==> config.mk <==
export PLATFORM = sky130hd
export DESIGN_NAME = gbp_queue
export DESIGN_NICKNAME = d
export VERILOG_FILES = /design/src/rtl/gbp_pkg.sv /design/src/rtl/gbp_queue.sv
export SDC_FILE = /design/constraint.sdc
export NUM_CORES = 1
export LEC_CHECK = 0
export BUFFER_PORTS_ARGS = -buffer_cell sky130_fd_sc_hd__buf_2
export CAP_MARGIN = 20
export CORE_ASPECT_RATIO = 0.9
export CORE_MARGIN = 3
export CORE_UTILIZATION = 37
export DETAILED_ROUTE_END_ITERATION = 10
export PLACE_DENSITY = 0.55
export SYNTH_ARGS = -nofsm -noshare
export SYNTH_HDL_FRONTEND = slang
export SYNTH_SLANG_ARGS = --single-unit
==> constraint.sdc <==
create_clock -name clk -period 2 [get_ports clk]
set_clock_uncertainty 0.1 [all_clocks]
set_input_delay 0.1 -clock clk [delete_from_list [all_inputs] [get_ports clk]]
set_output_delay 0.1 -clock clk [all_outputs]
set_load 0.02 [all_outputs]
==> src/rtl/gbp_pkg.sv <==
// Package for the gshare branch predictor: sizes, command and mode codes,
// the queue entry type and the back-end state type.
// Depends on nothing; the modules and the testbench import it, and gbp_req_if uses its pc width.
package gbp_pkg;

    localparam int INDEX_BITS  = 12;
    localparam int TABLE_DEPTH = 1 << INDEX_BITS;
    localparam int PC_BITS     = 64;
    localparam int QUEUE_DEPTH = 4;
    localparam int QPTR_BITS   = $clog2(QUEUE_DEPTH);

    typedef logic [INDEX_BITS-1:0] gbp_index_t;
    typedef logic [1:0]            gbp_ctr_t;

    localparam gbp_ctr_t CTR_MIN        = 2'd0;
    localparam gbp_ctr_t CTR_WEAK_TAKEN = 2'd2;
    localparam gbp_ctr_t CTR_MAX        = 2'd3;

    localparam logic CMD_PREDICT = 1'b0;
    localparam logic CMD_UPDATE  = 1'b1;

    localparam logic MODE_ALWAYS_TAKEN = 1'b0;
    localparam logic MODE_GSHARE       = 1'b1;

    typedef struct packed {
        logic       command;
        gbp_index_t index;
        logic       taken_outcome;
    } gbp_entry_t;

    typedef enum logic [1:0] {
        BK_CLEAR,
        BK_IDLE,
        BK_EXEC
    } gbp_back_state_t;

endpackage

==> src/rtl/gbp_queue.sv <==
// Small FIFO between the front end and the back end of the predictor.
// Depends on gbp_pkg for the entry type and the queue depth.
module gbp_queue (
    input  logic                clk,
    input  logic                rst_n,
    input  logic                push,
    input  gbp_pkg::gbp_entry_t push_entry,
    output logic                full,
    input  logic                pop,
    output gbp_pkg::gbp_entry_t pop_entry,
    output logic                empty
);
    import gbp_pkg::*;

    gbp_entry_t           entries_reg [QUEUE_DEPTH];
    logic [QPTR_BITS-1:0] wr_ptr_reg, wr_ptr_next;
    logic [QPTR_BITS-1:0] rd_ptr_reg, rd_ptr_next;
    logic [QPTR_BITS:0]   count_reg,  count_next;
    logic                 do_push, do_pop;

    assign full      = (count_reg == (QPTR_BITS+1)'(QUEUE_DEPTH));
    assign empty     = (count_reg == '0);
    assign pop_entry = entries_reg[rd_ptr_reg];
    assign do_push   = push && !full;
    assign do_pop    = pop && !empty;

    always_comb
    begin
        wr_ptr_next = do_push ? wr_ptr_reg + 1'b1 : wr_ptr_reg;
        rd_ptr_next = do_pop  ? rd_ptr_reg + 1'b1 : rd_ptr_reg;
        count_next  = count_reg;
        if (do_push && !do_pop)
        begin
            count_next = count_reg + 1'b1;
        end
        else if (do_pop && !do_push)
        begin
            count_next = count_reg - 1'b1;
        end
    end

    always_ff @(posedge clk or negedge rst_n)
    begin
        if (!rst_n)
        begin
            wr_ptr_reg <= '0;
            rd_ptr_reg <= '0;
            count_reg  <= '0;
        end
        else
        begin
            wr_ptr_reg <= wr_ptr_next;
            rd_ptr_reg <= rd_ptr_next;
            count_reg  <= count_next;
        end
    end

    always_ff @(posedge clk)
    begin
        if (do_push)
        begin
            entries_reg[wr_ptr_reg] <= push_entry;
        end
    end

endmodule

==> impl_metrics.env <==
export IMPL_netlist_instances=109
export IMPL_comb_power_share=0.404
export IMPL_syn_area_sq_um=2460
export IMPL_cp_required_ns=2.11
export IMPL_power_switching_uw=1500
export IMPL_synth_seq_area_share=0.754
export IMPL_largest_reg_flops=56
export IMPL_switching_share=0.327
export IMPL_avgSynthCellArea_sq_um=22.6
export IMPL_first_global_vias=1432
export IMPL_power_uw=4600
export IMPL_clock_path_buffers=2
export IMPL_yosysWarnings=0
export IMPL_p_int_uw=3100
export IMPL_fin_nets=213
export IMPL_coreArea_sq_um=6280
export IMPL_grt_max_degree=11
export IMPL_cts_tree="done"
export IMPL_htreeDepth=3
export IMPL_antenna_found_initial=0
export IMPL_finalCritPeriodShare=1.02
export IMPL_cts_root_buf="clkbuf_8"
export IMPL_grt_first_pass_wirelength_mm=7.33
export IMPL_p_per_area_nw_per_um2=1420
export IMPL_ant_nets=0
export IMPL_synth_seq_cells=63
export IMPL_clock_sinks=63
export IMPL_io_pins=34
export IMPL_pwr_share_clk=0.189
export IMPL_clk_insertion_delay_late_ns=0.32
export IMPL_synth_net_count=133
export IMPL_post_drt_via_cell_ratio=4.58
export IMPL_p_seq_frac=0.408
export IMPL_place_area_sq_um=2850
export IMPL_area_growth_pct=31.3
export IMPL_dieArea_sq_um=7670
export IMPL_setup_slack_ns=-0.0433
export IMPL_cp_start_kind="flop"
export IMPL_dp_hpwl_mm=3.09
export IMPL_die_x_um=92.0
export IMPL_fmax_mhz=489
export IMPL_drt_total_wl_mm=4.49
export IMPL_ys_types=21
export IMPL_gp_congestion=0.708
export IMPL_worst_path_max_fanout=4
export IMPL_n_antenna_cell=0
export IMPL_hold_viol=0
export IMPL_crit_path_end_kind="flop"
export IMPL_drive_gt1_frac=0.482
export IMPL_clk_pin_slew_ns=0.06
export IMPL_die_h_um=83.4
export IMPL_grt_usage=0.130
export IMPL_worst_ep_arrival_time_ns=2.15
export IMPL_critPathLaunch="count_reg[1]"
export IMPL_grt_setup_unrepaired="yes"
export IMPL_detail_route_wl_per_cell_um=16.0
export IMPL_timing_max_cap_violations=0
export IMPL_totalNegativeSetupSlack_ns=-0.0827
export IMPL_worst_pin_slew_ns=0.226
export IMPL_p_leak_uw=0.00122
export IMPL_slew_headroom=0.850
export IMPL_vias=1283
export IMPL_fillCellCount=539
export IMPL_num_rows=27
export IMPL_drt_iter0_drc=39
export IMPL_hp_class="input pin to asynchronous set/reset pin"
export IMPL_final_area_sq_um=3230
export IMPL_portBuffers=33
export IMPL_maxSlewViolCount=0
export IMPL_grt_overflow=0
export IMPL_ir_drop_mv=0.651
export IMPL_firstDrtPassIters=4
export IMPL_failed_checks="negative setup slack"
export IMPL_worst_setup_path_type="flop to flop"
export IMPL_route_detailed_drc=0
export IMPL_start_util=0.392
export IMPL_run_status="complete, but fails checks"
export IMPL_setup_violations_final=2
export IMPL_fin_crit_ns=2.04
export IMPL_cts_buffers=9
export IMPL_timing_rr_start="count_reg[1]"
-- logic make-up after synthesis --
family,Yosys count,synth area share
xor+xnor,6,0.0213
fa+ha+maj,6,0.0335
buf+inv,8,0.0254
flops,63,0.754
mux,16,0.140
simple gates,10,0.0254
-- critical path, cell delays in order (launching register included) --
cell	delay, ns
dfrtp_1	0.43
buf_6	0.14
nor3b_4	0.25
nor2b_4	0.09
ha_4	0.17
inv_2	0.05
fa_2	0.43
mux2_2	0.27
-- layer usage --
| layer | track usage | vias to the layer above | wire length [um] |
|---|---|---|---|
| li1 | - | 587 | - |
| met1 | 0.147 | 658 | 1850 |
| met2 | 0.214 | 31 | 2380 |
| met3 | 0.0571 | 7 | 191 |
| met4 | 0.0526 | 0 | 68 |
| met5 | 0 | - | 0 |
-- power groups by stage --
stage | Combinational [uW] | Sequential (uW) | Clock (uW)
after global placement | 1700 | 1870 | 0
after CTS | 1850 | 1870 | 896
after floorplan | 1170 | 1900 | 0
after detailed placement | 1760 | 1900 | 0
after global routing | 2000 | 1900 | 960
final | 1860 | 1880 | 868
-- layout make-up --
type	count	area, sq um	share of cell area
Sequential cell	63	1860	0.575
Multi-Input combinational cell	38	584	0.181
Timing Repair Buffer	73	513	0.159
Clock buffer	10	128	0.0395
Tap cell	87	109	0.0337
Clock inverter	5	26.3	0.00813
Inverter	4	15.0	0.00464
-- stage by stage --
| stage | utilization | hold WS (ns) | std cells | setup slack [ns] |
|---|---|---|---|---|
| finish | 0.515 | 0.0393 | 280 | -0.0433 |
| global placement | 0.454 | -0.162 | 243 | 0.0437 |
| detailed placement | 0.454 | -0.154 | 243 | -0.142 |
| floorplan | - | -0.296 | 109 | -0.0406 |
| global route | 0.515 | 0.0475 | 280 | -0.0898 |
| CTS | 0.510 | 0.0291 | 277 | -0.0652 |
-- path summary, 6_finish.rpt --
kind / endpoint / slack [ns] / cells past startpoint
worst max-delay path: count_reg[1] / -0.04 / 7
worst min-delay path: count_reg[0] / 0.04 / 2
worst min register to register: count_reg[2] / 0.44 / 1
min in group clk: wr_ptr_reg[0] / 0.22 / 4
worst max register to register: count_reg[1] / -0.04 / 7
max in group asynchronous: count_reg[0] / 1.58 / 2
-- cells in the mapped netlist (all sizes together) --
library cell / instances / area [sq um]
dfrtp: 7 / 175
nor2b: 1 / 6.26
ha: 5 / 62.6
nand2: 1 / 3.75
nor3b: 1 / 12.5
or3: 1 / 6.26
fa: 1 / 20.0
mux4: 14 / 319
inv: 4 / 15.0
xnor2: 4 / 35.0
edfxtp: 56 / 1680
buf: 4 / 47.5
nand3: 1 / 5.00
xor2: 2 / 17.5
mux2: 2 / 26.3
nor2: 1 / 3.75
and2: 4 / 25.0
-- what timing repair did --
| action | 4_1_cts | 5_1_grt |
|---|---|---|
| pin swaps | 5 | 4 |
| hold buffers | 16 | 0 |
| gates resized for setup | 5 | 1 |
| setup buffers | 3 | 3 |
| endpoints found under the setup margin | 2 | 2 |
| endpoints found under the hold margin | 64 | 0 |
-- layout by cell type (no fill, tap or decap), drive strengths merged --
cell type | Yosys | layout
and2 | 4 | 4
buf | 4 | 57
clkbuf | 0 | 10
clkinv | 0 | 4
clkinvlp | 0 | 1
dfrtp | 7 | 7
dlygate4sd3 | 0 | 16
edfxtp | 56 | 56
fa | 1 | 1
ha | 5 | 5
inv | 4 | 4
mux2 | 2 | 2
mux4 | 14 | 14
nand2 | 1 | 1
nand3 | 1 | 1
nor2 | 1 | 1
nor2b | 1 | 1
nor3b | 1 | 1
or3 | 1 | 1
xnor2 | 4 | 4
xor2 | 2 | 2
Note: power is estimated with default switching activity, not from simulation.
