File: src/rtl/gbp_pkg.sv
// Package for the gshare branch predictor: sizes, command and mode codes,
// the queue entry type and the back-end state type.
// Depends on nothing; the modules and the testbench import it, and gbp_req_if uses its pc width.
package gbp_pkg;

    localparam int INDEX_BITS  = 12;
    localparam int TABLE_DEPTH = 1 << INDEX_BITS;
    localparam int PC_BITS     = 64;
    localparam int QUEUE_DEPTH = 4;
    localparam int QPTR_BITS   = $clog2(QUEUE_DEPTH);

    typedef logic [INDEX_BITS-1:0] gbp_index_t;
    typedef logic [1:0]            gbp_ctr_t;

    localparam gbp_ctr_t CTR_MIN        = 2'd0;
    localparam gbp_ctr_t CTR_WEAK_TAKEN = 2'd2;
    localparam gbp_ctr_t CTR_MAX        = 2'd3;

    localparam logic CMD_PREDICT = 1'b0;
    localparam logic CMD_UPDATE  = 1'b1;

    localparam logic MODE_ALWAYS_TAKEN = 1'b0;
    localparam logic MODE_GSHARE       = 1'b1;

    typedef struct packed {
        logic       command;
        gbp_index_t index;
        logic       taken_outcome;
    } gbp_entry_t;

    typedef enum logic [1:0] {
        BK_CLEAR,
        BK_IDLE,
        BK_EXEC
    } gbp_back_state_t;

endpackage

File: src/rtl/gbp_req_if.sv
// Request channel of the gshare predictor: valid, ready and the item fields.
// Depends on gbp_pkg for the pc width.
interface gbp_req_if;
    logic                        valid;
    logic                        ready;
    logic                        command;
    logic [gbp_pkg::PC_BITS-1:0] pc;
    logic                        taken_outcome;

    modport source (output valid, output command, output pc, output taken_outcome,
                    input ready);
    modport sink   (input valid, input command, input pc, input taken_outcome,
                    output ready);
endinterface

File: src/rtl/gbp_front.sv
// Front end of the predictor: accepts request transactions, keeps the global
// history and forms the table index. Depends on gbp_pkg and gbp_req_if.
module gbp_front (
    input  logic                clk,
    input  logic                rst_n,
    gbp_req_if.sink             req,
    input  logic                accept_en,
    input  logic                q_full,
    output logic                q_push,
    output gbp_pkg::gbp_entry_t q_entry
);
    import gbp_pkg::*;

    gbp_index_t hist_reg, hist_next;

    assign req.ready = accept_en && !q_full;
    assign q_push    = req.valid && req.ready;

    always_comb
    begin
        q_entry.command       = req.command;
        q_entry.index         = req.pc[INDEX_BITS-1:0] ^ hist_reg;
        q_entry.taken_outcome = req.taken_outcome;

        hist_next = hist_reg;
        if (q_push && req.command == CMD_UPDATE)
        begin
            hist_next = {hist_reg[INDEX_BITS-2:0], req.taken_outcome};
        end
    end

    always_ff @(posedge clk or negedge rst_n)
    begin
        if (!rst_n)
        begin
            hist_reg <= '0;
        end
        else
        begin
            hist_reg <= hist_next;
        end
    end

endmodule

File: src/flat_wrapper.sv
// flat-port wrapper written by rule: the top's interface ports become plain ports
module gbp_front_flat import gbp_pkg::*;
  (clk, rst_n, accept_en, q_full, q_push, q_entry, req_valid, req_command, req_pc, req_taken_outcome, req_ready);
  gbp_req_if req_i ();
  input  logic clk;
  input  logic rst_n;
  input  logic accept_en;
  input  logic q_full;
  output logic q_push;
  output gbp_pkg::gbp_entry_t q_entry;
  input wire logic [$bits(req_i.valid)-1:0] req_valid;
  input wire logic [$bits(req_i.command)-1:0] req_command;
  input wire logic [$bits(req_i.pc)-1:0] req_pc;
  input wire logic [$bits(req_i.taken_outcome)-1:0] req_taken_outcome;
  output wire logic [$bits(req_i.ready)-1:0] req_ready;
  assign req_i.valid = req_valid;
  assign req_i.command = req_command;
  assign req_i.pc = req_pc;
  assign req_i.taken_outcome = req_taken_outcome;
  assign req_ready = req_i.ready;
  gbp_front u_core (.clk(clk), .rst_n(rst_n), .req(req_i), .accept_en(accept_en), .q_full(q_full), .q_push(q_push), .q_entry(q_entry));
endmodule
File: config.mk
export PLATFORM = sky130hd
export DESIGN_NAME = gbp_front_flat
export DESIGN_NICKNAME = d
export VERILOG_FILES = /design/src/rtl/gbp_pkg.sv /design/src/rtl/gbp_req_if.sv /design/src/rtl/gbp_front.sv /design/src/flat_wrapper.sv
export SDC_FILE = /design/constraint.sdc
export NUM_CORES = 1
export LEC_CHECK = 0
export ABC_AREA = 1
export BUFFER_PORTS_ARGS = -buffer_cell sky130_fd_sc_hd__buf_2
export CORE_MARGIN = 2
export CORE_UTILIZATION = 30
export CTS_CLUSTER_DIAMETER = 100
export DETAILED_ROUTE_END_ITERATION = 12
export HOLD_SLACK_MARGIN = 0.06
export PLACE_DENSITY = 0.78
export SLEW_MARGIN = 25
export SYNTH_ARGS = -nofsm -noshare
export SYNTH_HDL_FRONTEND = slang
export SYNTH_SLANG_ARGS = --single-unit
File: constraint.sdc
create_clock -name clk -period 0.8 [get_ports clk]
set_input_delay 0 -clock clk [delete_from_list [all_inputs] [get_ports clk]]
set_output_delay 0 -clock clk [all_outputs]
set_load 0.02 [all_outputs]
==> results of run 1 <==
==> kinds of logic (layout without fill, tap and decap cells) <==
family,count (synthesis),count (layout),share of synthesized area (%)
xor gates and xnor gates,12,12,16.00
buffers and inverters,8,54,8.379
DFF,12,12,45.71
and+or+nand+nor,39,39,29.91
==> report_power, final <==
group | leakage (nW) | switching [mW] | internal, mW
Combinational | 0.411 | 0.335 | 0.314
Clock | 0.0138 | 0.187 | 0.174
Sequential | 0.164 | 0.0425 | 0.668
Total | 0.589 | 0.564 | 1.16
==> cell type report <==
class | count | area share, %
multi-input cells | 51 | 31.01
flip-flops and latches | 12 | 29.89
inverters | 2 | 0.7472
clock buffers | 3 | 2.242
well taps | 27 | 3.362
repair buffers | 49 | 32.75
==> worst min path at each step <==
stage                                      to  slack [ns]  depth (start not counted)  startpoint
final                      u_core.hist_reg[8]        0.07                          4      q_full
after global routing      u_core.hist_reg[11]        0.08                          4      q_full
after CTS                  u_core.hist_reg[1]        0.06                          4      q_full
after detailed placement   u_core.hist_reg[1]       -0.11                          1       rst_n
after global placement     u_core.hist_reg[1]       -0.12                          1       rst_n
after floorplan            u_core.hist_reg[0]       -0.30                          0       rst_n
==> per-layer routing <==
metal | up-vias | wire, um
met3 | 2 | 97
li1 | 327 | -
met5 | - | 0
met2 | 32 | 810
met1 | 305 | 692
met4 | 0 | 15
==> repair_timing <==
item	CTS	global route
gates resized for setup	11	8
hold buffers	2	0
endpoints found under the hold margin	20	0
endpoints found under the setup margin	12	17
buffers inserted	11	3
pin swaps	12	3
==> cell usage in the layout, fill, tap and decap left out, types with 2 or more instances in the layout <==
cell / instances
xor2_1: 12
nand4_1: 12
buf_6: 3
nand2_2: 4
buf_2: 22
buf_4: 22
clkbuf_4: 3
dlygate4sd3_1: 2
dfrtp_1: 12
nand2_1: 20
==> critical path, cell delays in order, from the launching register on <==
cell and delay, ns:
dfrtp_1 0.41, xor2_1 0.15, buf_4 0.16
==> metrics by stage <==
stage | hold slack (ns) | util, % | TNS [ns] | worst slack, ns | instances
6_report | 0.06818 | 49.69 | -2.047 | -0.1956 | 144
3_5_place_dp | -0.1103 | 40.97 | 0 | 0.01134 | 128
3_3_place_gp | -0.1181 | 40.97 | 0 | 0.06285 | 128
2_1_floorplan | -0.2956 | - | 0 | 0.04686 | 71
5_1_grt | 0.07583 | 49.69 | -2.606 | -0.2511 | 144
4_1_cts | 0.05701 | 48.51 | -2.123 | -0.2076 | 144
==> impl_results.rst, run 1 <==
.. list-table::
   :header-rows: 1

   * - Metric
     - Value
   * - Result of the run
     - finished, violations left
   * - Violations in the final reports
     - setup timing
   * - CTS sink cnt
     - 12
   * - Setup-failing EPs final
     - 12
   * - Sequential cell area
     - roughly 300 sq um
   * - Worst R2R Path Depth
     - 3
   * - Post-synth top cells
     - 24 x nand2_1, 12 x dfrtp_1, 12 x nand4_1, 12 x xor2_1
   * - Library cell used as clock root buffer
     - clkbuf_4
   * - Required time at the endpoint of the critical path
     - 0.80 ns
   * - Fraction of met3 tracks used by global routing
     - approximately 2.7%
   * - DRC errors left
     - 0
   * - WL/cell
     - approximately 11 um
   * - Synth Warn #
     - 0
   * - DRT Wirelength
     - ~1600 um
   * - Flop-to-flop setup slack
     - approximately 0.02 ns
   * - Clock tree from TritonCTS
     - built
   * - Number of flops mapped to enable cells by yosys
     - 0
   * - Placed inst area
     - approximately 830 sq um
   * - Pin count of the biggest net entering global routing
     - 14
   * - Post-synthesis cell area
     - between 600 and 700 sq um
   * - Chip Height
     - between 50 and 60 um
   * - Sequential area share after synthesis
     - between 40% and 50%
   * - Launching instance or port of the critical path
     - u_core.hist_reg[6]
   * - Overall Global Routing Usage
     - between 10% and 20%
   * - Max FFs per register
     - 12
   * - Power density relative to cell area
     - ~1700 nW/um^2
   * - Area of the die
     - about 2600 sq um
   * - Path category of the worst min-delay check
     - in2reg
   * - Slew of the pin with the lowest slew margin
     - 0.3625 ns
   * - Horiz. Die Dim
     - about 51 um
   * - Count of maximum capacitance violations
     - 0
   * - Total CTS buffers
     - 3
   * - Fraction of layout instances using a drive strength above 1
     - 49.57%
   * - Unrepaired setup endpoints after global routing
     - yes
   * - Last element of the critical path
     - q_entry[7]
   * - Number of antenna violations at the first check in global routing
     - 0
   * - Initial core utilization
     - 32.49%
   * - Vias
     - ~670
   * - Diodes inserted
     - 0
   * - Clock-pin slew on the worst setup and hold paths
     - 0.07 ns
   * - Top cells by area in the synthesized netlist
     - dfrtp_1 46%, xor2_1 16%, nand2_1 14%
   * - Maximum level of the CTS H-tree
     - 1
   * - Number of design-rule violations left by the first detailed-router iteration
     - 9
   * - Slew Limit Headroom
     - around 76%
   * - GR Layer Usage met1
     - roughly 16%
   * - Origin of the critical flop-to-flop path
     - u_core.hist_reg[5]
   * - Global-route wire length before repair
     - between 2000 and 3000 um
   * - Post-layout instance area
     - 1005 sq um
   * - Max IR drop VDD
     - between 0.0008 and 0.0009 V
   * - Sort of element at the start of the critical path
     - flop
   * - Count of distinct cell types in the synthesized netlist
     - 12
   * - Number of placement rows
     - 16
   * - Maximum fanout encountered on the critical timing path
     - 2
   * - Met2 Resource Use GR
     - approximately 22%
   * - Mean instance size in the synthesized netlist
     - between 9 and 10 sq um
   * - Longest Clk Path Bufs
     - 2
   * - Routing layer with the top usage in global route
     - met2
   * - Fin nets
     - 190
   * - Area of the placeable core
     - approximately 2000 sq um
   * - Overall power after layout
     - 1.720 mW
   * - Port Buffers
     - 34
   * - Routability-driven placement congestion ratio
     - roughly 0.71
   * - Number of register bits inferred by synthesis
     - 12
   * - CP Capture Type
     - output port
   * - Synth-to-layout area growth
     - 52.95%
   * - Number of detailed-route iterations in the first pass
     - 4
   * - Count of pins on the block boundary
     - a little under 90
   * - Data arrival time of the critical path
     - 1.00 ns
   * - Worst clock skew on the final layout
     - between 0.001 and 0.0015 ns
   * - Final Cycle Share
     - 124.4%
   * - Via count of the first global-routing pass
     - around 610
   * - Async set-reset flop share out of synthesis
     - 100.0%
   * - Syn Inst Count
     - 71
   * - Max Fclk
     - 1004 MHz
   * - Area used by multi-input combinational logic
     - roughly 310 sq um
   * - Fin worst setup slack
     - -0.1956 ns
   * - Final Critical Period
     - about 1 ns
   * - Sum of net half-perimeters after detailed placement
     - 1105 um
   * - Remaining global-route overflow
     - 0
   * - Start-to-end type of the worst setup path
     - reg2out
   * - Post-synth top area share
     - about 46%
   * - Final Max Slew Viols
     - 0
   * - Vias per cell
     - between 4 and 5
   * - Yosys top cell by area
     - dfrtp_1
   * - Filler cell count
     - 201
   * - Leakage
     - ~0.59 nW
   * - Final Hold Violating Endpoints
     - 0
   * - Most common flop cell mapped by yosys
     - dfrtp_1
   * - Capture instance of the worst register-to-register path
     - u_core.hist_reg[6]
   * - Insertion delay of the later-clocked pin in the worst-skew pair
     - ~0.27 ns
   * - Most common cell in the synthesized netlist
     - nand2_1
   * - Antenna-violating nets left
     - 0
   * - Syn Nets
     - between 100 and 150
Note: power is estimated with default switching activity, not from simulation.
==> run 2: changes to the inputs <==
CORE_UTILIZATION = 27   (was 30)
PLACE_DENSITY = 0.74   (was 0.78)
clock period = 0.9 ns   (was 0.8 ns; I/O delays follow)
==> impl_results.rst, run 2 (synthesized netlist as in run 1, its figures left out) <==
.. list-table::
   :header-rows: 1

   * - Metric
     - Value
   * - Vias per cell
     - approximately 4.5
   * - Horiz. Die Dim
     - 53.33 um
   * - Result of the run
     - finished, violations left
   * - Port Buffers
     - 34
   * - Leakage
     - between 0.6 and 0.7 nW
   * - Chip Height
     - roughly 53 um
   * - Most frequent cells in the layout
     - 26 x buf_4, 22 x nand2_1, 22 x buf_2
   * - Worst slack at placement
     - ~0.11 ns
   * - GR Layer Usage met1
     - roughly 15%
   * - Routability-driven placement congestion ratio
     - 0.7626
   * - CTS sink cnt
     - 12
   * - WL/cell
     - 10.59 um
   * - Overall Global Routing Usage
     - 11.83%
   * - Fin worst setup slack
     - -0.09517 ns
   * - Final Max Slew Viols
     - 0
   * - Via count of the first global-routing pass
     - 570
   * - Maximum fanout encountered on the critical timing path
     - 2
   * - Cell count after placement
     - about 130
   * - Clock-pin slew on the worst setup and hold paths
     - ~0.080 ns
   * - Post-layout instance area
     - ~1000 sq um
   * - Power density relative to cell area
     - about 1600 nW/um^2
   * - Fin nets
     - about 190
   * - Max IR drop VDD
     - ~0.00082 V
   * - Antenna-violating nets left
     - 0
   * - DRT Wirelength
     - 1568 um
   * - Required time at the endpoint of the critical path
     - about 0.90 ns
   * - Path category of the worst min-delay check
     - in2reg
   * - Number of placement rows
     - 17
   * - Synth-to-layout area growth
     - 55.62%
   * - Start-to-end type of the worst setup path
     - reg2out
   * - Number of antenna violations at the first check in global routing
     - 0
   * - Slew of the pin with the lowest slew margin
     - 0.3447 ns
   * - Sum of net half-perimeters after detailed placement
     - 1043 um
   * - Sort of element at the start of the critical path
     - flop
   * - Violations in the final reports
     - setup timing
   * - Library cell used as clock root buffer
     - clkbuf_4
   * - Fraction of layout instances using a drive strength above 1
     - between 40 and 50%
   * - CP Capture Type
     - output port
   * - Final Hold Violating Endpoints
     - 0
   * - Routing layer with the top usage in global route
     - met2
   * - Placed inst area
     - slightly above 800 sq um
   * - Insertion delay of the later-clocked pin in the worst-skew pair
     - between 0.2 and 0.3 ns
   * - Count of pins on the block boundary
     - 87
   * - DRC errors left
     - 0
   * - Number of detailed-route iterations in the first pass
     - 4
   * - Diodes inserted
     - 0
   * - Clock tree from TritonCTS
     - built
   * - Setup-failing EPs final
     - 12
   * - Remaining global-route overflow
     - 0
   * - Initial core utilization
     - between 20% and 30%
   * - Area of the placeable core
     - about 2300 sq um
   * - Most common cell after layout, fill and taps aside
     - buf_4
   * - Number of design-rule violations left by the first detailed-router iteration
     - 11
   * - Unrepaired setup endpoints after global routing
     - yes
   * - Slew Limit Headroom
     - around three quarters
   * - Worst clock skew on the final layout
     - about 0.00042 ns
   * - Maximum level of the CTS H-tree
     - 1
   * - Vias
     - between 600 and 700
   * - Total CTS buffers
     - 3
   * - Global-route wire length before repair
     - about 2500 um
   * - Max Fclk
     - about 1000 MHz
   * - Max FFs per register
     - 12
   * - Data arrival time of the critical path
     - 1.00 ns
   * - Final Cycle Share
     - 110.6%
   * - Pin count of the biggest net entering global routing
     - 14
   * - Fraction of met3 tracks used by global routing
     - around 3.1%
   * - Overall power after layout
     - 1.629 mW
   * - Final Critical Period
     - between 0.9 and 1 ns
   * - Fin cells
     - between 100 and 150
   * - Area of the die
     - approximately 2800 sq um
   * - Count of maximum capacitance violations
     - 0
   * - Longest Clk Path Bufs
     - 2
   * - Met2 Resource Use GR
     - 19.34%
[run 2: cell type report]
cell class,instances,area (sq um)
multi-input cells,51,306.5
repair buffers,51,336.6
clock buffers,4,36.28
fillers,240,1232
well taps,28,35.03
inverters,2,7.507
flip-flops and latches,12,300.3
[run 2: stage by stage]
stage / setup TNS [ns] / utilization [%] / hold WS [ns]
floorplan: 0 / - / -0.2956
global placement: 0 / 36.79 / -0.1134
detailed placement: 0 / 36.79 / -0.1042
CTS: -0.8908 / 43.84 / 0.05195
global route: -1.413 / 45.34 / 0.07865
finish: -0.8208 / 45.34 / 0.06227
[run 2: worst max-delay path, stage by stage (launching register included)]
cell	delay, ns
dfrtp_1	0.42
xor2_1	0.15
buf_4	0.16
[run 2: final timing paths]
path,startpoint,end,slack [ns],cells after the start
hold / removal,q_full,u_core.hist_reg[10],0.06,4
setup / recovery,u_core.hist_reg[7],q_entry[8],-0.1,2
setup reg to reg,u_core.hist_reg[7],u_core.hist_reg[8],0,4
max in group asynchronous,rst_n,u_core.hist_reg[5],0.55,2
hold reg to reg,u_core.hist_reg[9],u_core.hist_reg[9],0.54,2
min in group asynchronous,rst_n,u_core.hist_reg[8],0.13,2
[run 2: timing repair]
action                                  in CTS  in global routing
setup buffers                               10                  3
pin swaps                                   12                  2
endpoints found under the hold margin       16                  0
endpoints found under the setup margin      12                 12
hold buffers                                 2                  0
gates resized for setup                     11                  4
[run 2: metal layers]
| metal | vias to the layer above | share of wire (%) |
|---|---|---|
| met2 | 28 | 47 |
| met5 | - | 0 |
| met4 | 0 | 0.77 |
| met3 | 2 | 7.0 |
| li1 | 334 | - |
| met1 | 304 | 45 |
[run 2: where the power goes]
group          total, mW  leakage (nW)  internal [mW]  switching, mW
clock network      0.428        0.0210          0.245          0.182
logic              0.569         0.420          0.279          0.289
registers          0.633         0.164          0.593         0.0396
